File: src/rtl/rmd_pkg.sv
// RIPEMD-128 hash: shared types, constants, step tables and round functions.
// No dependencies; used by every file of the block but rmd_ram.
package rmd_pkg;

    localparam int WordW  = 32;
    localparam int BlkWds = 16;
    localparam int AddrW  = 4;
    localparam int CntW   = 61;

    typedef logic [3:0][WordW-1:0] t_cv;

    typedef struct packed {
        logic [7:0] data_byte;
        logic       byte_valid;
        logic       end_of_message;
    } t_in;

    typedef struct packed {
        logic [31:0] digest_word;
        logic [1:0]  word_index;
        logic        last_word;
    } t_out;

    localparam t_cv IV = {32'h10325476, 32'h98BADCFE, 32'hEFCDAB89, 32'h67452301};

    localparam logic [31:0] KL [4] = '{32'h00000000, 32'h5a827999, 32'h6ed9eba1, 32'h8f1bbcdc};
    localparam logic [31:0] KR [4] = '{32'h50a28be6, 32'h5c4dd124, 32'h6d703ef3, 32'h00000000};

    localparam logic [3:0] WL [64] = '{
        4'd0, 4'd1, 4'd2, 4'd3, 4'd4, 4'd5, 4'd6, 4'd7,
        4'd8, 4'd9, 4'd10, 4'd11, 4'd12, 4'd13, 4'd14, 4'd15,
        4'd7, 4'd4, 4'd13, 4'd1, 4'd10, 4'd6, 4'd15, 4'd3,
        4'd12, 4'd0, 4'd9, 4'd5, 4'd2, 4'd14, 4'd11, 4'd8,
        4'd3, 4'd10, 4'd14, 4'd4, 4'd9, 4'd15, 4'd8, 4'd1,
        4'd2, 4'd7, 4'd0, 4'd6, 4'd13, 4'd11, 4'd5, 4'd12,
        4'd1, 4'd9, 4'd11, 4'd10, 4'd0, 4'd8, 4'd12, 4'd4,
        4'd13, 4'd3, 4'd7, 4'd15, 4'd14, 4'd5, 4'd6, 4'd2};
    localparam logic [3:0] WR [64] = '{
        4'd5, 4'd14, 4'd7, 4'd0, 4'd9, 4'd2, 4'd11, 4'd4,
        4'd13, 4'd6, 4'd15, 4'd8, 4'd1, 4'd10, 4'd3, 4'd12,
        4'd6, 4'd11, 4'd3, 4'd7, 4'd0, 4'd13, 4'd5, 4'd10,
        4'd14, 4'd15, 4'd8, 4'd12, 4'd4, 4'd9, 4'd1, 4'd2,
        4'd15, 4'd5, 4'd1, 4'd3, 4'd7, 4'd14, 4'd6, 4'd9,
        4'd11, 4'd8, 4'd12, 4'd2, 4'd10, 4'd0, 4'd4, 4'd13,
        4'd8, 4'd6, 4'd4, 4'd1, 4'd3, 4'd11, 4'd15, 4'd0,
        4'd5, 4'd12, 4'd2, 4'd13, 4'd9, 4'd7, 4'd10, 4'd14};
    localparam logic [3:0] SL [64] = '{
        4'd11, 4'd14, 4'd15, 4'd12, 4'd5, 4'd8, 4'd7, 4'd9,
        4'd11, 4'd13, 4'd14, 4'd15, 4'd6, 4'd7, 4'd9, 4'd8,
        4'd7, 4'd6, 4'd8, 4'd13, 4'd11, 4'd9, 4'd7, 4'd15,
        4'd7, 4'd12, 4'd15, 4'd9, 4'd11, 4'd7, 4'd13, 4'd12,
        4'd11, 4'd13, 4'd6, 4'd7, 4'd14, 4'd9, 4'd13, 4'd15,
        4'd14, 4'd8, 4'd13, 4'd6, 4'd5, 4'd12, 4'd7, 4'd5,
        4'd11, 4'd12, 4'd14, 4'd15, 4'd14, 4'd15, 4'd9, 4'd8,
        4'd9, 4'd14, 4'd5, 4'd6, 4'd8, 4'd6, 4'd5, 4'd12};
    localparam logic [3:0] SR [64] = '{
        4'd8, 4'd9, 4'd9, 4'd11, 4'd13, 4'd15, 4'd15, 4'd5,
        4'd7, 4'd7, 4'd8, 4'd11, 4'd14, 4'd14, 4'd12, 4'd6,
        4'd9, 4'd13, 4'd15, 4'd7, 4'd12, 4'd8, 4'd9, 4'd11,
        4'd7, 4'd7, 4'd12, 4'd7, 4'd6, 4'd15, 4'd13, 4'd11,
        4'd9, 4'd7, 4'd15, 4'd11, 4'd8, 4'd6, 4'd6, 4'd14,
        4'd12, 4'd13, 4'd5, 4'd14, 4'd13, 4'd13, 4'd7, 4'd5,
        4'd15, 4'd5, 4'd8, 4'd11, 4'd14, 4'd14, 4'd6, 4'd14,
        4'd6, 4'd9, 4'd12, 4'd9, 4'd12, 4'd5, 4'd15, 4'd8};

    function automatic logic [31:0] rotl(input logic [31:0] v, input logic [3:0] s);
        logic [63:0] d;
        d = {v, v} << s;
        return d[63:32];
    endfunction

    function automatic logic [31:0] mix(input logic [1:0] sel, input logic [31:0] x,
                                        input logic [31:0] y, input logic [31:0] z);
        logic [31:0] r;
        case (sel)
            2'd0:    r = x ^ y ^ z;
            2'd1:    r = (x & y) | (~x & z);
            2'd2:    r = (x | ~y) ^ z;
            default: r = (x & z) | (y & ~z);
        endcase
        return r;
    endfunction

endpackage

File: src/rtl/rmd_ram.sv
// Generic single-write, single-read RAM with registered read data.
// No dependencies.
module rmd_ram #(
    parameter int Width = 32,
    parameter int Depth = 16
) (
    input  logic                     i_clk,
    input  logic                     i_we,
    input  logic [$clog2(Depth)-1:0] i_waddr,
    input  logic [Width-1:0]         i_wdata,
    input  logic [$clog2(Depth)-1:0] i_raddr,
    output logic [Width-1:0]         o_rdata
);
    logic [Width-1:0] r_mem [Depth];

    // write, then register the read word
    always_ff @(posedge i_clk) begin
        if (i_we) begin
            r_mem[i_waddr] <= i_wdata;
        end
        o_rdata <= r_mem[i_raddr];
    end
endmodule

File: src/rtl/rmd_comp.sv
// RIPEMD-128 compression engine: chaining words, two-line step unit, read sequencing.
// Depends on rmd_pkg; reads message words from two block RAM ports.
module rmd_comp (
    input  logic                      i_clk,
    input  logic                      i_rst_n,
    input  logic                      i_start,
    input  logic                      i_init,
    output logic [rmd_pkg::AddrW-1:0] o_raddr_l,
    output logic [rmd_pkg::AddrW-1:0] o_raddr_r,
    input  logic [31:0]               i_word_l,
    input  logic [31:0]               i_word_r,
    output logic                      o_done,
    output rmd_pkg::t_cv              o_cv
);
    logic        r_run, r_ex, r_fin;
    logic [5:0]  r_rd_cnt, r_ex_idx;
    rmd_pkg::t_cv r_cv;
    logic [31:0] r_la, r_lb, r_lc, r_ld, r_ra, r_rb, r_rc, r_rd;
    logic [31:0] s_tl, s_tr;
    logic [1:0]  s_rnd;

    assign o_raddr_l = rmd_pkg::WL[r_rd_cnt][rmd_pkg::AddrW-1:0];
    assign o_raddr_r = rmd_pkg::WR[r_rd_cnt][rmd_pkg::AddrW-1:0];
    assign o_done    = r_fin;
    assign o_cv      = r_cv;

    // one step of each line
    always_comb begin
        s_rnd = r_ex_idx[5:4];
        s_tl = rmd_pkg::rotl(r_la + rmd_pkg::mix(s_rnd, r_lb, r_lc, r_ld) + i_word_l
                             + rmd_pkg::KL[s_rnd], rmd_pkg::SL[r_ex_idx]);
        s_tr = rmd_pkg::rotl(r_ra + rmd_pkg::mix(~s_rnd, r_rb, r_rc, r_rd) + i_word_r
                             + rmd_pkg::KR[s_rnd], rmd_pkg::SR[r_ex_idx]);
    end

    // sequence reads, advance the lines, fold into the chaining words
    always_ff @(posedge i_clk) begin
        if (!i_rst_n) begin
            r_run    <= 1'b0;
            r_ex     <= 1'b0;
            r_fin    <= 1'b0;
            r_rd_cnt <= '0;
            r_ex_idx <= '0;
            r_cv     <= rmd_pkg::IV;
        end else begin
            r_ex  <= r_run;
            r_fin <= r_ex && (r_ex_idx == 6'd63);
            if (r_run) begin
                r_ex_idx <= r_rd_cnt;
                r_rd_cnt <= r_rd_cnt + 6'd1;
                if (r_rd_cnt == 6'd63) begin
                    r_run <= 1'b0;
                end
            end
            if (i_start) begin
                r_run    <= 1'b1;
                r_rd_cnt <= '0;
                r_la <= r_cv[0]; r_lb <= r_cv[1]; r_lc <= r_cv[2]; r_ld <= r_cv[3];
                r_ra <= r_cv[0]; r_rb <= r_cv[1]; r_rc <= r_cv[2]; r_rd <= r_cv[3];
            end
            if (r_ex) begin
                r_la <= r_ld; r_ld <= r_lc; r_lc <= r_lb; r_lb <= s_tl;
                r_ra <= r_rd; r_rd <= r_rc; r_rc <= r_rb; r_rb <= s_tr;
            end
            if (r_fin) begin
                r_cv[0] <= r_cv[1] + r_lc + r_rd;
                r_cv[1] <= r_cv[2] + r_ld + r_ra;
                r_cv[2] <= r_cv[3] + r_la + r_rb;
                r_cv[3] <= r_cv[0] + r_lb + r_rc;
            end
            if (i_init) begin
                r_cv <= rmd_pkg::IV;
            end
        end
    end
endmodule

File: src/rtl/ripemd128_hash.sv
// RIPEMD-128 hash top level: byte packing, padding sequencer, digest output.
// Depends on rmd_pkg, rmd_ram and rmd_comp.
//
//  channel | direction | valid      | stall       | payload
//  input   | in        | i_in_valid | o_in_stall  | i_in_data  (rmd_pkg::t_in)
//  output  | out       | o_out_valid| i_out_stall | o_out_data (rmd_pkg::t_out)
//
// One byte item is taken per cycle while no block is being compressed, padded or output.
// Each full 64-byte block stalls the input while it is compressed (64 steps in the
// compression engine, one RAM read and one fold).
// End of message adds up to 18 padding word writes and one or two
// compressions, then four digest items; input is stalled until the last one.
// Synchronous active-low reset loads the initial chaining words and zeroes
// the byte count; the block RAM needs no clearing.
module ripemd128_hash (
    input  logic          i_clk,
    input  logic          i_rst_n,
    input  logic          i_in_valid,
    output logic          o_in_stall,
    input  rmd_pkg::t_in  i_in_data,
    output logic          o_out_valid,
    input  logic          i_out_stall,
    output rmd_pkg::t_out o_out_data
);
    localparam int AddrW = rmd_pkg::AddrW;
    localparam int CntW  = rmd_pkg::CntW;

    typedef enum logic [2:0] {S_IN, S_CMP, S_PAD, S_ZERO, S_LEN, S_OUT} t_state;

    t_state          r_state, r_after;
    logic [CntW-1:0] r_cnt;
    logic [23:0]     r_acc;
    logic [AddrW-1:0] r_wa;
    logic            r_wrap;
    logic [1:0]      r_oi;

    logic            s_acc_in, s_acc_out, s_we, s_start, s_init, s_done;
    logic [AddrW-1:0] s_waddr, s_pw, s_ra_l, s_ra_r;
    logic [31:0]     s_wdata, s_pad, s_wl, s_wr;
    logic [63:0]     s_bits;
    logic [5:0]      s_pos;
    rmd_pkg::t_cv    s_cv;

    assign o_in_stall  = (r_state != S_IN);
    assign o_out_valid = (r_state == S_OUT);
    assign s_acc_in    = i_in_valid && (r_state == S_IN);
    assign s_acc_out   = o_out_valid && !i_out_stall;
    assign s_pos       = r_cnt[5:0];
    assign s_pw        = s_pos[5:2];
    assign s_bits      = {r_cnt, 3'b000};
    assign s_init      = s_acc_out && (r_oi == 2'd3);

    assign o_out_data.digest_word = s_cv[r_oi];
    assign o_out_data.word_index  = r_oi;
    assign o_out_data.last_word   = (r_oi == 2'd3);

    // build the padding word: kept bytes, then 0x80, then zeros
    always_comb begin
        s_pad = 32'h0;
        for (int j = 0; j < 3; j++) begin
            if (2'(j) < s_pos[1:0]) begin
                s_pad[8*j +: 8] = r_acc[8*j +: 8];
            end
        end
        s_pad[8*s_pos[1:0] +: 8] = 8'h80;
    end

    // drive the RAM write port and the compression start
    always_comb begin
        s_we    = 1'b0;
        s_waddr = r_wa;
        s_wdata = 32'h0;
        s_start = 1'b0;
        case (r_state)
            S_IN: begin
                s_waddr = s_pw;
                s_wdata = {i_in_data.data_byte, r_acc};
                s_we    = s_acc_in && i_in_data.byte_valid && (s_pos[1:0] == 2'd3);
                s_start = s_acc_in && i_in_data.byte_valid && (s_pos == 6'd63);
            end
            S_PAD: begin
                s_we    = 1'b1;
                s_waddr = s_pw;
                s_wdata = s_pad;
                s_start = (s_pw == 4'd15);
            end
            S_ZERO: begin
                s_we    = 1'b1;
                s_start = r_wrap;
            end
            S_LEN: begin
                s_we    = 1'b1;
                s_wdata = (r_wa == 4'd14) ? s_bits[31:0] : s_bits[63:32];
                s_start = (r_wa == 4'd15);
            end
            default: ;
        endcase
    end

    // sequence input, padding, compression and output
    always_ff @(posedge i_clk) begin
        if (!i_rst_n) begin
            r_state <= S_IN;
            r_after <= S_IN;
            r_cnt   <= '0;
            r_wa    <= '0;
            r_wrap  <= 1'b0;
            r_oi    <= '0;
        end else begin
            case (r_state)
                S_IN: begin
                    if (s_acc_in) begin
                        if (i_in_data.byte_valid) begin
                            r_cnt <= r_cnt + CntW'(1);
                            if (s_pos[1:0] != 2'd3) begin
                                r_acc[8*s_pos[1:0] +: 8] <= i_in_data.data_byte;
                            end
                        end
                        if (s_start) begin
                            r_state <= S_CMP;
                            r_after <= i_in_data.end_of_message ? S_PAD : S_IN;
                        end else if (i_in_data.end_of_message) begin
                            r_state <= S_PAD;
                        end
                    end
                end
                S_CMP: begin
                    if (s_done) begin
                        r_state <= r_after;
                    end
                end
                S_PAD: begin
                    r_wrap <= 1'b0;
                    if (s_pw == 4'd15) begin
                        r_state <= S_CMP;
                        r_after <= S_ZERO;
                        r_wa    <= '0;
                    end else if (s_pw == 4'd14) begin
                        r_state <= S_ZERO;
                        r_wa    <= 4'd15;
                        r_wrap  <= 1'b1;
                    end else if (s_pw == 4'd13) begin
                        r_state <= S_LEN;
                        r_wa    <= 4'd14;
                    end else begin
                        r_state <= S_ZERO;
                        r_wa    <= s_pw + 4'd1;
                    end
                end
                S_ZERO: begin
                    if (r_wrap) begin
                        r_state <= S_CMP;
                        r_after <= S_ZERO;
                        r_wa    <= '0;
                        r_wrap  <= 1'b0;
                    end else if (r_wa == 4'd13) begin
                        r_state <= S_LEN;
                        r_wa    <= 4'd14;
                    end else begin
                        r_wa <= r_wa + 4'd1;
                    end
                end
                S_LEN: begin
                    if (r_wa == 4'd15) begin
                        r_state <= S_CMP;
                        r_after <= S_OUT;
                        r_oi    <= '0;
                    end else begin
                        r_wa <= 4'd15;
                    end
                end
                S_OUT: begin
                    if (s_acc_out) begin
                        r_oi <= r_oi + 2'd1;
                        if (r_oi == 2'd3) begin
                            r_state <= S_IN;
                            r_cnt   <= '0;
                        end
                    end
                end
                default: r_state <= S_IN;
            endcase
        end
    end

    rmd_ram #(.Width(32), .Depth(2**AddrW)) u_ram_l (
        .i_clk(i_clk), .i_we(s_we), .i_waddr(s_waddr), .i_wdata(s_wdata),
        .i_raddr(s_ra_l), .o_rdata(s_wl)
    );

    rmd_ram #(.Width(32), .Depth(2**AddrW)) u_ram_r (
        .i_clk(i_clk), .i_we(s_we), .i_waddr(s_waddr), .i_wdata(s_wdata),
        .i_raddr(s_ra_r), .o_rdata(s_wr)
    );

    rmd_comp u_comp (
        .i_clk(i_clk), .i_rst_n(i_rst_n), .i_start(s_start), .i_init(s_init),
        .o_raddr_l(s_ra_l), .o_raddr_r(s_ra_r), .i_word_l(s_wl), .i_word_r(s_wr),
        .o_done(s_done), .o_cv(s_cv)
    );
endmodule

File: config.mk
export PLATFORM = sky130hd
export DESIGN_NAME = ripemd128_hash
export DESIGN_NICKNAME = d
export VERILOG_FILES = /design/src/rtl/rmd_pkg.sv /design/src/rtl/rmd_ram.sv /design/src/rtl/rmd_comp.sv /design/src/rtl/ripemd128_hash.sv
export SDC_FILE = /design/constraint.sdc
export NUM_CORES = 2
export LEC_CHECK = 0
export ABC_AREA = 1
export ABC_CLOCK_PERIOD_IN_PS = 18900
export CORE_MARGIN = 2
export CORE_UTILIZATION = 35
export CTS_CLUSTER_SIZE = 40
export DETAILED_ROUTE_END_ITERATION = 10
export DONT_BUFFER_PORTS = 1
export PLACE_DENSITY = 0.58
export SYNTH_ARGS = -nofsm -noshare
export SYNTH_HDL_FRONTEND = slang
export SYNTH_HIERARCHICAL = 1
export SYNTH_SLANG_ARGS = --single-unit
File: constraint.sdc
create_clock -name i_clk -period 18.9 [get_ports i_clk]
set_clock_uncertainty 0.15 [all_clocks]
set_input_delay 1.89 -clock i_clk [delete_from_list [all_inputs] [get_ports i_clk]]
set_output_delay 1.89 -clock i_clk [all_outputs]
set_load 0.02 [all_outputs]
* After elaboration in Yosys (flattened, before gate mapping)
Memory sizes are Yosys's and may differ from the RTL's. A register that Yosys moved wholly into a read port is not among the register bits.
Cells that the tools add are included.
** Word-level totals
- Bits in registers :: 497
- Memory bits (writable) :: 1024
- Memory bits (read-only) :: 1024
- Input bits :: 14
- Output and inout bits :: 37
- Memories kept :: 6
** Operators by class
- Add/sub/neg operators :: 20
- Magnitude comparators :: 7
- Equality and inequality tests :: 33
- Shifts and indexed selects :: 6
- Mux-type cells :: 83
- Bitwise gates (word level) :: 31
- Reduce and logical (&&, ||, !) cells :: 29
** Memories
- u_ram_l.r_mem :: words 16, bits a word 32, read ports 1, clocked after memory_dff 1, write ports 1, line rmd_ram.sv:14 : logic [Width-1:0] r_mem [Depth];
- u_ram_r.r_mem :: words 16, bits a word 32, read ports 1, clocked after memory_dff 1, write ports 1, line rmd_ram.sv:14
- (no name shown) :: words 64, bits a word 4, read ports 1, clocked after memory_dff 0, write ports 0, line rmd_comp.sv:31 : + rmd_pkg::KL[s_rnd], rmd_pkg::SL[r_ex_idx]);
- (no name shown) :: words 64, bits a word 4, read ports 1, clocked after memory_dff 0, write ports 0, line rmd_comp.sv:22 : assign o_raddr_l = rmd_pkg::WL[r_rd_cnt][rmd_pkg::AddrW-1:0];
- (no name shown) :: words 64, bits a word 4, read ports 1, clocked after memory_dff 0, write ports 0, line rmd_comp.sv:23 : assign o_raddr_r = rmd_pkg::WR[r_rd_cnt][rmd_pkg::AddrW-1:0];
- (no name shown) :: words 64, bits a word 4, read ports 1, clocked after memory_dff 0, write ports 0, line rmd_comp.sv:33 : + rmd_pkg::KR[s_rnd], rmd_pkg::SR[r_ex_idx]);
** Operators with widths (number)
- 2-to-1 mux 32 bit :: 18
- adder 32 bit :: 14
- case mux 32 bit (3 select lines) :: 3
- bitwise AND 32 bit :: 8
- 2-to-1 mux 61 bit :: 4
- binary-select mux 32 bit (select 2 bit) :: 3
- NOT 32 bit :: 6
- bitwise OR 32 bit :: 6
- bitwise XOR 32 bit :: 6
- << shifter 64 x 4 -> 64 bit :: 2
- case mux 61 bit (2 select lines) :: 1
- adder 61 x 1 -> 61 bit, second input constant :: 1
- 2-to-1 mux 4 bit :: 15
- 2-to-1 mux 3 bit :: 17
- negation 5 -> 34 bit :: 1
- variable shift 8 x 34 -> 24 bit, first input constant :: 1
- variable shift 8 x 34 -> 32 bit, first input constant :: 1
- variable part select 8 x 34 -> 24 bit :: 1
- variable part select 8 x 34 -> 32 bit, first input constant :: 1
- bitwise mux 32 bit :: 1
- bitwise mux 24 bit :: 1
- == test 4 bit, second input constant :: 6
- 2-to-1 mux 8 bit :: 3
- == test 6 bit, second input constant :: 3
- other kinds (42) :: 86

* Logic depth before layout (Yosys ltp)
- Depth after elaboration :: 9
- Mapped depth :: 32

* By module
The synthesis kept the hierarchy.
** Modules (own cells, without submodules)
- rmd_ram :: times used 2, cells an instance 2120, area each 22730.6 µm², sequential area each 16015.4 µm²
- rmd_comp :: times used 1, cells an instance 5860, area each 41459.8 µm², sequential area each 10550.1 µm²
- ripemd128_hash :: times used 1, cells an instance 1292, area each 7644.8 µm², sequential area each 2202.1 µm²

* Least setup slack after synthesis
OpenSTA, ideal clock, no wires.
- Kind :: in2reg
- From :: input i_in_valid
- To :: register u_comp.r_la[0] (enable)
- Arrival time :: 14753 ps
- Required time :: 17791 ps
- Setup slack :: 3038 ps
- Stages :: 6
- Buffers on the path :: 0
- Cells stage by stage :: nand2_1 nor2_1 a22oi_1 nand3_1 inv_1 a21oi_1
** Between the ends
- Longest elaborated chain between the ends :: 6
** Ends and longest elaborated chain
- from (decl) :: line ripemd128_hash.sv:18 : input logic i_in_valid,
- logical AND 1 bit :: line ripemd128_hash.sv:46 : assign s_acc_in = i_in_valid && (r_state == S_IN);
- logical AND 1 bit (2 in a row) :: line ripemd128_hash.sv:79 : s_start = s_acc_in && i_in_data.byte_valid && (s_pos == 6'd63);
- case mux 1 bit (4 select lines) :: line ripemd128_hash.sv:74 : case (r_state)
- net s_start :: line ripemd128_hash.sv:37 : logic s_acc_in, s_acc_out, s_we, s_start, s_init, s_done;
- nonzero test 2 bit (no source line)
- AND reduction 2 bit (no source line)
- to (signal assigned) :: line rmd_comp.sv:58 : r_la <= r_cv[0]; r_lb <= r_cv[1]; r_lc <= r_cv[2]; r_ld <= r_cv[3];
- to (signal assigned) :: line rmd_comp.sv:62 : r_la <= r_ld; r_ld <= r_lc; r_lc <= r_lb; r_lb <= s_tl;
- to (decl) :: line rmd_comp.sv:18 : logic [31:0] r_la, r_lb, r_lc, r_ld, r_ra, r_rb, r_rc, r_rd;
The timed path passes the listed nets, and every way through them passes these cells.
A chain may end at the register's enable or synchronous reset.

* Final worst setup path
- From :: register u_comp.r_ex_idx[4]
- To :: register u_comp.r_rb[6], data pin
** Between the ends
- Longest elaborated chain between the ends :: 8
- Elaborated cells on any way between the ends :: 18
- Those cells by class :: add/sub: 3; eq/ne: 2; shift: 1; mux: 7; bitwise: 3; reduce/logical: 1; memory: 1
** Ends and longest elaborated chain
- from (decl) :: line rmd_comp.sv:16 : logic [5:0] r_rd_cnt, r_ex_idx;
- from (signal assigned) :: line rmd_comp.sv:49 : r_ex_idx <= r_rd_cnt;
- NOT 2 bit :: line rmd_comp.sv:32 : s_tr = rmd_pkg::rotl(r_ra + rmd_pkg::mix(~s_rnd, r_rb, r_rc, r_rd) + i_word_r
- == test 2 bit (tied with other cells) :: line rmd_pkg.sv:75 : case (sel)
- case mux 32 bit (3 select lines) :: line rmd_pkg.sv:75
- adder 32 bit (2 in a row) :: line rmd_comp.sv:32
- adder 32 bit :: line rmd_comp.sv:33
- << shifter 64 x 4 -> 64 bit (*) :: line rmd_pkg.sv:68 : d = {v, v} << s;
- 2-to-1 mux 32 bit (*) :: line rmd_comp.sv:61 : if (r_ex) begin
- to (signal assigned) :: line rmd_comp.sv:59 : r_ra <= r_cv[0]; r_rb <= r_cv[1]; r_rc <= r_cv[2]; r_rd <= r_cv[3];
- to (signal assigned) :: line rmd_comp.sv:63 : r_ra <= r_rd; r_rd <= r_rc; r_rc <= r_rb; r_rb <= s_tr;
- to (decl) :: line rmd_comp.sv:18
Mark *: on every way between the ends. The rest lies on a longest branch, timed or not. The select of a mux whose other input is x is not followed.

==> Flow_metrics.wiki <==
{| class="wikitable"
! Metric !! Value
|-
| Status || complete, no violations
|-
| Logic depth of the worst path, buffers included || 31
|-
| Area grow syn2layout || 10.1%
|-
| TritonCTS clock tree || yes
|-
| Number of hold buffers added after cts || 0
|-
| Largest vdd supply drop || 0.0831 mV
|-
| Util after Layout || 0.388
|-
| PortBufs || 0
|-
| Share of async-settable or async-resettable flops after synthesis || 0
|-
| Multiplexer area fraction after synthesis || 0.00667
|-
| Die W || 524 um
|-
| # placed instances || 14600
|-
| Maximum capacitance violations || 0
|-
| Sw power || 3.33 mW
|-
| Share of the synthesized netlist area taken by xor and xnor gates || 0.00797
|-
| Std-Cell Core Area || 0.268 mm^2
|-
| Reg2Reg Depth || 31
|-
| Startpoint of the most critical hold path || r_after[2]
|-
| Library cell contributing the largest single delay on the critical path || sky130_fd_sc_hd__fa_1
|-
| Top_reg_cell synth || sky130_fd_sc_hd__edfxtp_1
|-
| Critical Path Source || u_comp/r_ex_idx[4]
|-
| CTS Root Buffer Type || sky130_fd_sc_hd__clkbuf_16
|-
| Worst min path class || register to register
|-
| Internal portion of total power || 6.91 mW
|-
| Largest family of logic cells by synthesized area || simple AND/OR/NAND/NOR gates
|-
| WP data arrival || 7.68 ns
|-
| Clock-pin slew on the worst setup and hold paths || 0.06 ns
|-
| R2R Path Start || u_comp/r_ex_idx[4]
|-
| Total number of vias || 78500
|-
| Residual DRC || 0
|-
| Area fraction in compound gates after synthesis || 0.0817
|-
| Area of the multi-input gates || 0.0409 mm^2
|-
| Area of the mapped netlist || 0.0946 mm^2
|-
| Crit path top cell by count || sky130_fd_sc_hd__nand2_1
|-
| Total count of hold-check failures in the final report || 0
|-
| Register bit total from synthesis || 1585
|-
| Total area of sequential cells || 0.0448 mm^2
|-
| Number of global-route vias before repair || 71900
|-
| Number of placed I/O pins || 51
|-
| Clock Sink Count || 1585
|-
| GR Overflow Total || 0
|-
| Number of enable flip-flop cells after synthesis || 1304
|-
| Maximum number of buffers from clock root to sink || 4
|-
| Ranking of synthesized cells by area || sky130_fd_sc_hd__edfxtp_1 41%, sky130_fd_sc_hd__nand2_1 12%, sky130_fd_sc_hd__nand3_1 7.8%
|-
| Worst-Skew Late Latency || 0.88 ns
|-
| Standard cell area after detailed placement || 0.0981 mm^2
|-
| Dominant cell type by area after synthesis || sky130_fd_sc_hd__edfxtp_1
|-
| Synth cell types || 66
|-
| Total Routing Usage GR || 0.253
|-
| Required time of the critical path || 19.32 ns
|-
| Endpoints failing setup || 0
|-
| Hpwl dp || 252000 um
|-
| Buffers inserted during post-CTS setup optimization || 0
|-
| Peak clock frequency supported by timing || 0.138 GHz
|-
| Power per cell area || 98.3 mW/mm^2
|-
| Minimum period implied by the final worst setup slack || 7.26 ns
|-
| Area fraction of the dominant cell type after synthesis || 0.414
|-
| Sequential share of power || 0.414
|-
| Setup repair after global routing missed its margin || no
|-
| Switching share of power || 0.325
|-
| Global-route wire length before repair || 509000 um
|-
| Critical Path Max Stage Delay || 0.55 ns
|-
| Starting Density || 0.352
|-
| Final cell count without fillers || 15000
|-
| Worst max-slew margin expressed relative to the limit || 0.0321
|-
| Layout cell share with drive strength beyond 1 || 0.0501
|-
| Most frequent cells in the layout || 3072 x sky130_fd_sc_hd__nand2_1, 1798 x sky130_fd_sc_hd__inv_1, 1472 x sky130_fd_sc_hd__nand3_1, 1304 x sky130_fd_sc_hd__edfxtp_1, 659 x sky130_fd_sc_hd__o21ai_0
|-
| Number of cells produced by synthesis || 11400
|-
| Setup_tns || 0 ns
|-
| Largest delay share family, worst path || simple AND/OR/NAND/NOR gates
|-
| Post-detailed-route wirelength per cell || 23.6 um
|-
| Clk pwr share || 0.354
|-
| Capture point of the worst path || u_comp/r_rb[6]
|-
| Type of the worst setup path || register to register
|-
| Final antenna-violating net count || 0
|-
| RePlAce Congestion || 1.02
|-
| DRT Wirelength || 354000 um
|-
| CTS resizes || 0
|-
| Std cell rows || 190
|-
| Share of total power in combinational logic || 0.232
|-
| Maximum fanout encountered on the critical timing path || 32
|-
| Post-synthesis area per instance || 8.30 um^2
|-
| DR vias/cell || 5.24
|-
| Actual transition at the worst max-transition pin || 1.44 ns
|-
| Adder and majority gate portion of the synthesized area || 0.0890
|-
| Crit path buf inv count || 7
|-
| Period utilisation layout || 0.384
|-
| Total Die Area || 0.274 mm^2
|-
| Pre-Repair DR Iteration Count || 6
|-
| Pins over their slew limit || 0
|-
| Synth Area in Simple Gates || 0.243
|-
| Most common cell after layout, fill and taps aside || sky130_fd_sc_hd__nand2_1
|-
| Net count of the finished layout || 11800
|-
| Final cell area excluding filler cells || 0.104 mm^2
|-
| Number of warnings reported in the yosys synthesis log || 6
|-
| Final-layout worst hold slack || 0.323 ns
|-
| Number of antenna violations at the first check in global routing || 14
|-
| Fill count || 27100
|-
| Leak Pwr || 45.5 nW
|-
| Crit Reg-Reg Endpoint || u_comp/r_rb[6]
|-
| Crit path capture type || register
|-
| Die H || 524 um
|-
| Crit path launch type || register
|-
| Drt first-iter violations || 9392
|-
| Maximum number of pins on one net before global-route repair || 168
|-
| Net count after synthesis || 11900
|-
| Sequential fraction of the synthesis area || 0.474
|-
| Number of CTS-inserted buffers || 184
|-
| H-Tree Level Count || 4
|-
| Worst reg-to-reg setup slack || 11.64 ns
|}
==> Yosys cell counts (135+ instances only) <==
cell                          n
sky130_fd_sc_hd__inv_1     1804
sky130_fd_sc_hd__buf_2      135
sky130_fd_sc_hd__dfxtp_1    281
sky130_fd_sc_hd__o21ai_0    675
sky130_fd_sc_hd__ha_1       287
sky130_fd_sc_hd__nand2_1   3072
sky130_fd_sc_hd__a21oi_1    454
sky130_fd_sc_hd__clkbuf_1   171
sky130_fd_sc_hd__fa_1       241
sky130_fd_sc_hd__nand3_1   1475
sky130_fd_sc_hd__edfxtp_1  1304
sky130_fd_sc_hd__nor2_1     656
==> worst min-delay path by stage <==
stage	depth (start not counted)	end
after floorplan	2	r_after[2]
after global placement	2	r_after[2]
after detailed placement	2	r_after[2]
after CTS	2	r_after[2]
after global routing	2	r_wrap
final	2	r_after[2]
==> metal layers <==
metal	wire length [um]	GRT usage	vias to the layer above
met1	153000	0.356	37600
li1	-	-	37000
met3	30300	0.0418	577
met5	30	0	-
met4	14000	0.0898	4
met2	156000	0.392	3269
==> per-stage QoR <==
stage               power (mW)  setup WS (ns)
CTS                       10.3          11.74
global route              10.7          11.40
finish                    10.2          11.64
global placement          6.68          11.75
floorplan                 5.71           3.04
detailed placement        6.67          11.74
==> cell type report <==
class | instances | share of cell area
Antenna cell | 4 | 0.0000961
Clock buffer | 252 | 0.0488
Clock inverter | 78 | 0.00847
Inverter | 1826 | 0.0662
Multi-Input combinational cell | 7541 | 0.393
Sequential cell | 1585 | 0.430
Tap cell | 3552 | 0.0427
Timing Repair Buffer | 142 | 0.0104
==> sequential cells by signal, summed over array words and instances (netlist names), 61 cells and up <==
| signal | count |
|---|---|
| u_ram_l/r_mem | 512 |
| u_comp/o_cv | 128 |
| u_ram_r/r_mem | 512 |
| r_cnt | 61 |
==> power groups by stage <==
stage	Clock [mW]	Combinational [mW]	Sequential (mW)
floorplan	0	1.42	4.29
global placement	0	2.36	4.32
detailed placement	0	2.35	4.32
CTS	3.68	2.36	4.24
global route	3.81	2.60	4.25
finish	3.62	2.37	4.24
==> cells by family (layout without fill, tap and decap cells) <==
family,Yosys count,after routing
simple gates,5440,5440
buf+inv,2266,2298
flops,1585,1585
compound gates,1424,1424
fa+ha+maj,528,528
xor+xnor,86,86
mux,63,63
other cells,0,4
==> worst reg2reg max path, delay by kind of cell (launching register included) <==
| kind | cells | cell delay, ns |
|---|---|---|
| flops | 1 | 0.31 |
| simple gates | 17 | 2.17 |
| buf+inv | 7 | 1.75 |
| fa+ha+maj | 5 | 1.92 |
| compound gates | 2 | 0.73 |
No activity file was read; power rests on OpenSTA's default activity.
